<file path="src/cde_pkg.sv">
// Shared types and constants of the cosine distance engine.
`default_nettype none
package cde_pkg;

  localparam int unsigned MAX_LEN_DEF = 1024;

  localparam int unsigned ELEM_W = 16;
  localparam int unsigned FRAC_EXT = 31;   // 14 fraction bits of the result plus one rounding bit
  localparam logic [15:0] COS_ONE = 16'd16384;
  localparam logic [15:0] NOV_MAX = 16'd32768;

  typedef enum logic [2:0] {
    ST_ACC,
    ST_LOAD,
    ST_SQRT,
    ST_MUL,
    ST_DIVLD,
    ST_DIV,
    ST_FIN
  } state_e;

  typedef struct packed {
    logic acc_en;
    logic load_sqrt;
    logic step_sqrt;
    logic mul;
    logic load_div;
    logic step_div;
    logic load_out;
  } cmd_t;

  typedef struct packed {
    logic sq_last;
    logic div_last;
    logic zero_norm;
  } sts_t;

endpackage
`default_nettype wire

</file>
<file path="src/cde_ctrl.sv">
// Controller: sequences accumulation, roots, product, division and result hand-off.
`default_nettype none
module cde_ctrl (
  input  wire logic          clk_i,
  input  wire logic          rst_ni,
  input  wire logic          in_valid_i,
  input  wire logic          in_last_i,
  input  wire logic          out_ready_i,
  input  wire cde_pkg::sts_t sts_i,
  output cde_pkg::cmd_t      cmd_o,
  output logic               in_ready_o,
  output logic               out_valid_o
);
  import cde_pkg::*;

  state_e state_q, state_d;
  logic   out_valid_q, out_valid_d;
  logic   can_load;

  assign can_load = !out_valid_q || out_ready_i;

  always_comb begin
    state_d = state_q;
    unique case (state_q)
      ST_ACC:   if (in_valid_i && in_last_i) state_d = ST_LOAD;
      ST_LOAD:  state_d = ST_SQRT;
      ST_SQRT: begin
        if (sts_i.zero_norm) begin
          state_d = ST_FIN;
        end else if (sts_i.sq_last) begin
          state_d = ST_MUL;
        end
      end
      ST_MUL:   state_d = ST_DIVLD;
      ST_DIVLD: state_d = ST_DIV;
      ST_DIV:   if (sts_i.div_last) state_d = ST_FIN;
      ST_FIN:   if (can_load) state_d = ST_ACC;
      default:  state_d = ST_ACC;
    endcase
  end

  always_comb begin
    cmd_o      = '0;
    in_ready_o = 1'b0;
    unique case (state_q)
      ST_ACC: begin
        in_ready_o   = 1'b1;
        cmd_o.acc_en = in_valid_i;
      end
      ST_LOAD:  cmd_o.load_sqrt = 1'b1;
      ST_SQRT:  cmd_o.step_sqrt = !sts_i.zero_norm;
      ST_MUL:   cmd_o.mul = 1'b1;
      ST_DIVLD: cmd_o.load_div = 1'b1;
      ST_DIV:   cmd_o.step_div = 1'b1;
      ST_FIN:   cmd_o.load_out = can_load;
      default:  cmd_o = '0;
    endcase
  end

  always_comb begin
    out_valid_d = out_valid_q;
    if (cmd_o.load_out) begin
      out_valid_d = 1'b1;
    end else if (out_ready_i) begin
      out_valid_d = 1'b0;
    end
  end

  always_ff @(posedge clk_i or negedge rst_ni) begin
    if (!rst_ni) begin
      state_q     <= ST_ACC;
      out_valid_q <= 1'b0;
    end else begin
      state_q     <= state_d;
      out_valid_q <= out_valid_d;
    end
  end

  assign out_valid_o = out_valid_q;
endmodule
`default_nettype wire

</file>
<file path="config.mk">
export PLATFORM = sky130hd
export DESIGN_NAME = cde_ctrl
export DESIGN_NICKNAME = d
export VERILOG_FILES = /design/src/cde_pkg.sv /design/src/cde_ctrl.sv
export SDC_FILE = /design/constraint.sdc
export NUM_CORES = 1
export LEC_CHECK = 0
export ABC_AREA = 1
export BUFFER_PORTS_ARGS = -buffer_cell sky130_fd_sc_hd__buf_2
export CAP_MARGIN = 0
export CORE_AREA = 2 2 39 41
export CTS_BUF_LIST = sky130_fd_sc_hd__clkbuf_8
export DETAILED_ROUTE_END_ITERATION = 10
export DIE_AREA = 0 0 41 43
export HOLD_SLACK_MARGIN = 0.12
export PLACE_DENSITY = 0.59
export SYNTH_ARGS = -nofsm -noshare
export SYNTH_HDL_FRONTEND = slang
export SYNTH_SLANG_ARGS = --single-unit
</file>
<file path="constraint.sdc">
create_clock -name clk_i -period 1.2 [get_ports clk_i]
set_input_delay 0.3 -clock clk_i [delete_from_list [all_inputs] [get_ports clk_i]]
set_output_delay 0.3 -clock clk_i [all_outputs]
set_load 0.01 [all_outputs]
</file>
---- After elaboration in Yosys (flattened, before gate mapping) ----
Index checks and enable logic that the tools add are counted.
W data, S select, Z words.
cells by class
  multiplexer cells ....................... 16
  reduce and logical (&&, ||, !) cells .... 7
  equal/unequal tests ..................... 10
operators by type and width
  cell                  count
  $pmux W3 S7           1
  $mux W3               5
  $mux W1               10
  $eq A3 B3 Y1 const B  3
  $eq A3 B2 Y1 const B  2
  $ne A2 B2 Y1 const B  3
  $reduce_and A4 Y1     1
  $eq A3 B1 Y1 const B  1
  $logic_not A3 Y1      1
  $ne A3 B3 Y1 const B  1
  $logic_not A1 Y1      2
  $reduce_bool A2 Y1    1
  $logic_and A1 B1 Y1   1
  $logic_or A1 B1 Y1    1
word-level totals
  output and inout bits ................... 9
  bits in registers ....................... 4
  logic and storage cells ................. 35

---- Logic depth before layout (Yosys ltp) ----
  word-level depth ........................ 4
  gate-level depth with buffers ........... 7
  gate-level depth less buffers ........... 7

---- Worst setup path after synthesis ----
No wires, ideal clock.
  path kind ............................... register to output
  start point ............................. register state_q[1]
  end point ............................... output port cmd_o[2] (netlist bit)
  arrival time ............................ 0.850 ns
  required time ........................... 0.900 ns
  setup slack ............................. 0.050 ns
  stages on the path, launching flop included .. 4
  path through ............................ dfrtp_1 > nor2_1 > inv_1 > nor2_1
RTL lines
  element                 line            source
  from (decl)             cde_ctrl.sv:16  state_e state_q, state_d;
  from (signal assigned)  cde_ctrl.sv:74  state_q <= state_d;
  to (decl)               cde_ctrl.sv:10  output cde_pkg::cmd_t cmd_o,

==> impl_metrics.toml <==
[worst_setup_path]
rr_endpoint = "state_q[0]$_DFFE_PN0P_"
r2r-start = "state_q[0]$_DFFE_PN0P_"
r2r_cells = 9
cp-end-kind = "primary output"
crit_start = "state_q[0]$_DFFE_PN0P_"
cp.required_ps = 900
worstPathArrival_ps = 1110
path_class = "reg -> out"
worst_setup_path_start_kind = "register"
crit_path_end = "cmd_o[6]"
path_max_fanout = 6
rrSetupSlack_ps = -90

[floorplanning]
die_w_um = 41
std_cell_rows = 14
core_um2 = 1380
pin_count = 17
dieArea_um2 = 1760
initial_core_util_pct = 22.5
dieHeight_um = 43

[timing]
min_period_over_period_pct = 117
slew_headroom_pct = 82.6
hold_viol_final = 0
setup_violations = 11
rsz0062_at_grt = "true"
slew_viol_final = 0
finalWorstSetupSlack_ps = -206
fmaxAchievable_mhz = 711
tightest_slew_ps = 260
skew_ps = 2.08
post-route-min-period_ps = 1410

[route]
drtIter0Drc = 4
totalWireLength_um = 1030
num_vias = 450
wl_per_cell_um = 10.2
first_pass_iters = 2
drtAntennaViolNets = 0
drc = 0
vias_per_cell = 4.46

[power_and_ir_drop]
power_density_nw_per_um2 = 2690
switchingPower_uw = 700
seq_power_share_pct = 17.6
p_leak_nw = 0.358
comb_power_share_pct = 65.9
p_int_uw = 997
total_power_mw = 1.70
peakVddDrop_uv = 975
pwr-share-clk_pct = 16.5
p_sw_share_pct = 41.3

[clock_network]
cts_tree = "done"
root_buffer = "clkbuf_8"
clk_latency_ps = 220
cts_made_buffers = 3
cts_max_path_buffers = 2
htreeDepth = 1
clk_pin_slew_ps = 30
clock_sinks = 4

[status]
status = "finished, violations left"
violations = "setup timing"

[logic_synthesis]
synth_area_leaders = "dfrtp_1, nor2_1, nand2_1"
yosysWarnings = 0
synth_compound_area_share_pct = 5.62
synth_top_area_cell = "dfrtp_1"
synth_cell_type_count = 14
synth_seq_cells = 4
syn_nets = 60
syn_area_per_cell_um2 = 5.99
synth_xor_area_share_pct = 0
synthMuxAreaShare_pct = 0
yosysSeqAreaShare_pct = 32.1
syn_inst = 52
synth_adder_area_share_pct = 0
netlist_area_um2 = 312
synth_top_family_by_area = "simple AND/OR/NAND/NOR gates"
synth_top_area_share_pct = 32.1
synth-simple-area-share_pct = 49.0

[placed_design]
place.gp.congestion = 0.740
port_buffers = 16
dpl-instance-area_um2 = 434
placedCellCount = 87
place_hpwl_um = 687

[min_path]
min_path_type = "in -> reg"

[global_routing]
antenna_found_initial = 0
grt_pass1_vias = 408
grt_remaining_overflow = 0
grt_max_degree = 7
grt_usage_pct = 13.9
grt_pass1_wl_um = 1590

[cells_and_area]
stdcell_count = 101
syn2layout_area_growth_pct = 103
layout_common_cells = "buf_2, nor2_1, buf_4"
antennaDiodeCount = 0
nNetsFinal = 95
finish.instance_area_um2 = 632
fillers = 142
final_common_cell = "buf_2"
layout-drive-gt1-share_pct = 62.4

[run]
maxCapViolCount = 0
==> sequential cells by signal (all words and copies together), names as in the netlist <==
name and cells:
out_valid_o 1, state_q 3
==> power groups by stage <==
stage          logic, mW  registers (mW)  clock network (mW)
3_3_place_gp       0.676           0.256                   0
2_1_floorplan      0.400           0.272                   0
5_1_grt             1.23           0.309               0.295
3_5_place_dp       0.678           0.258                   0
4_1_cts            0.991           0.275               0.292
6_report            1.12           0.299               0.279
==> cell type report <==
| cell class | instances | area [µm²] | share of cell area [%] |
|---|---|---|---|
| inverters | 9 | 36.3 | 5.74 |
| flip-flops and latches | 4 | 103 | 16.2 |
| well taps | 16 | 20.0 | 3.17 |
| multi-input cells | 38 | 223 | 35.2 |
| clock buffers | 3 | 41.3 | 6.53 |
| repair buffers | 31 | 209 | 33.1 |
==> per-stage QoR <==
step	worst slack, ps	hold WS (ps)	util [%]	setup TNS (ps)
floorplan	49.9	4.41	-	0
global placement	-7.78	110	31.4	-14.7
detailed placement	-26.3	115	31.4	-50.0
CTS	-208	295	42.2	-1550
global route	-280	312	45.7	-2410
finish	-206	290	45.7	-1760
==> cells by family after synthesis <==
| kind of cell | after synthesis |
|---|---|
| AOI/OAI and AO/OA | 3 |
| and+or+nand+nor | 35 |
| DFF | 4 |
| buffers and inverters | 10 |
==> timing repair <==
item | CTS | global route
endpoints found under the setup margin | 8 | 11
hold buffers | 1 | 0
buffers inserted | 8 | 2
endpoints found under the hold margin | 4 | 0
gates resized for setup | 12 | 10
pin swaps | 6 | 5
==> Yosys cell counts <==
cell type and n:
inv_2 2, nor2_2 1, buf_4 1, nand2_2 2, nand4_1 1, inv_1 7, dfrtp_1 4, nand3_1 2
nor2_1 15, o21ai_0 1, a31oi_1 2, and3_1 1, nand2_1 12, nand3_2 1
==> worst min-delay path by stage <==
stage / from / endpoint / slack, ps / depth (start not counted)
final: out_ready_i / out_valid_o$_DFFE_PN0P_ / 290 / 2
after global routing: out_ready_i / out_valid_o$_DFFE_PN0P_ / 310 / 2
after CTS: out_ready_i / out_valid_o$_DFFE_PN0P_ / 300 / 2
after detailed placement: rst_ni / out_valid_o$_DFFE_PN0P_ / 120 / 1
after global placement: rst_ni / out_valid_o$_DFFE_PN0P_ / 110 / 1
after floorplan: rst_ni / out_valid_o$_DFFE_PN0P_ / 4 / 0
==> worst max-delay path: stages, from the launching register on <==
cell and delay, ps:
dfrtp_2 460, nor2_4 160, and3_4 180, buf_6 90
==> layer usage <==
| metal | up-vias | GRT usage, % | wire, µm |
|---|---|---|---|
| met5 | - | 0 | 0 |
| met4 | 0 | 10.0 | 14 |
| met3 | 2 | 1.57 | 47 |
| met2 | 11 | 23.1 | 584 |
| met1 | 209 | 14.9 | 384 |
| li1 | 228 | - | - |
Power figures use the tool's default switching activity.
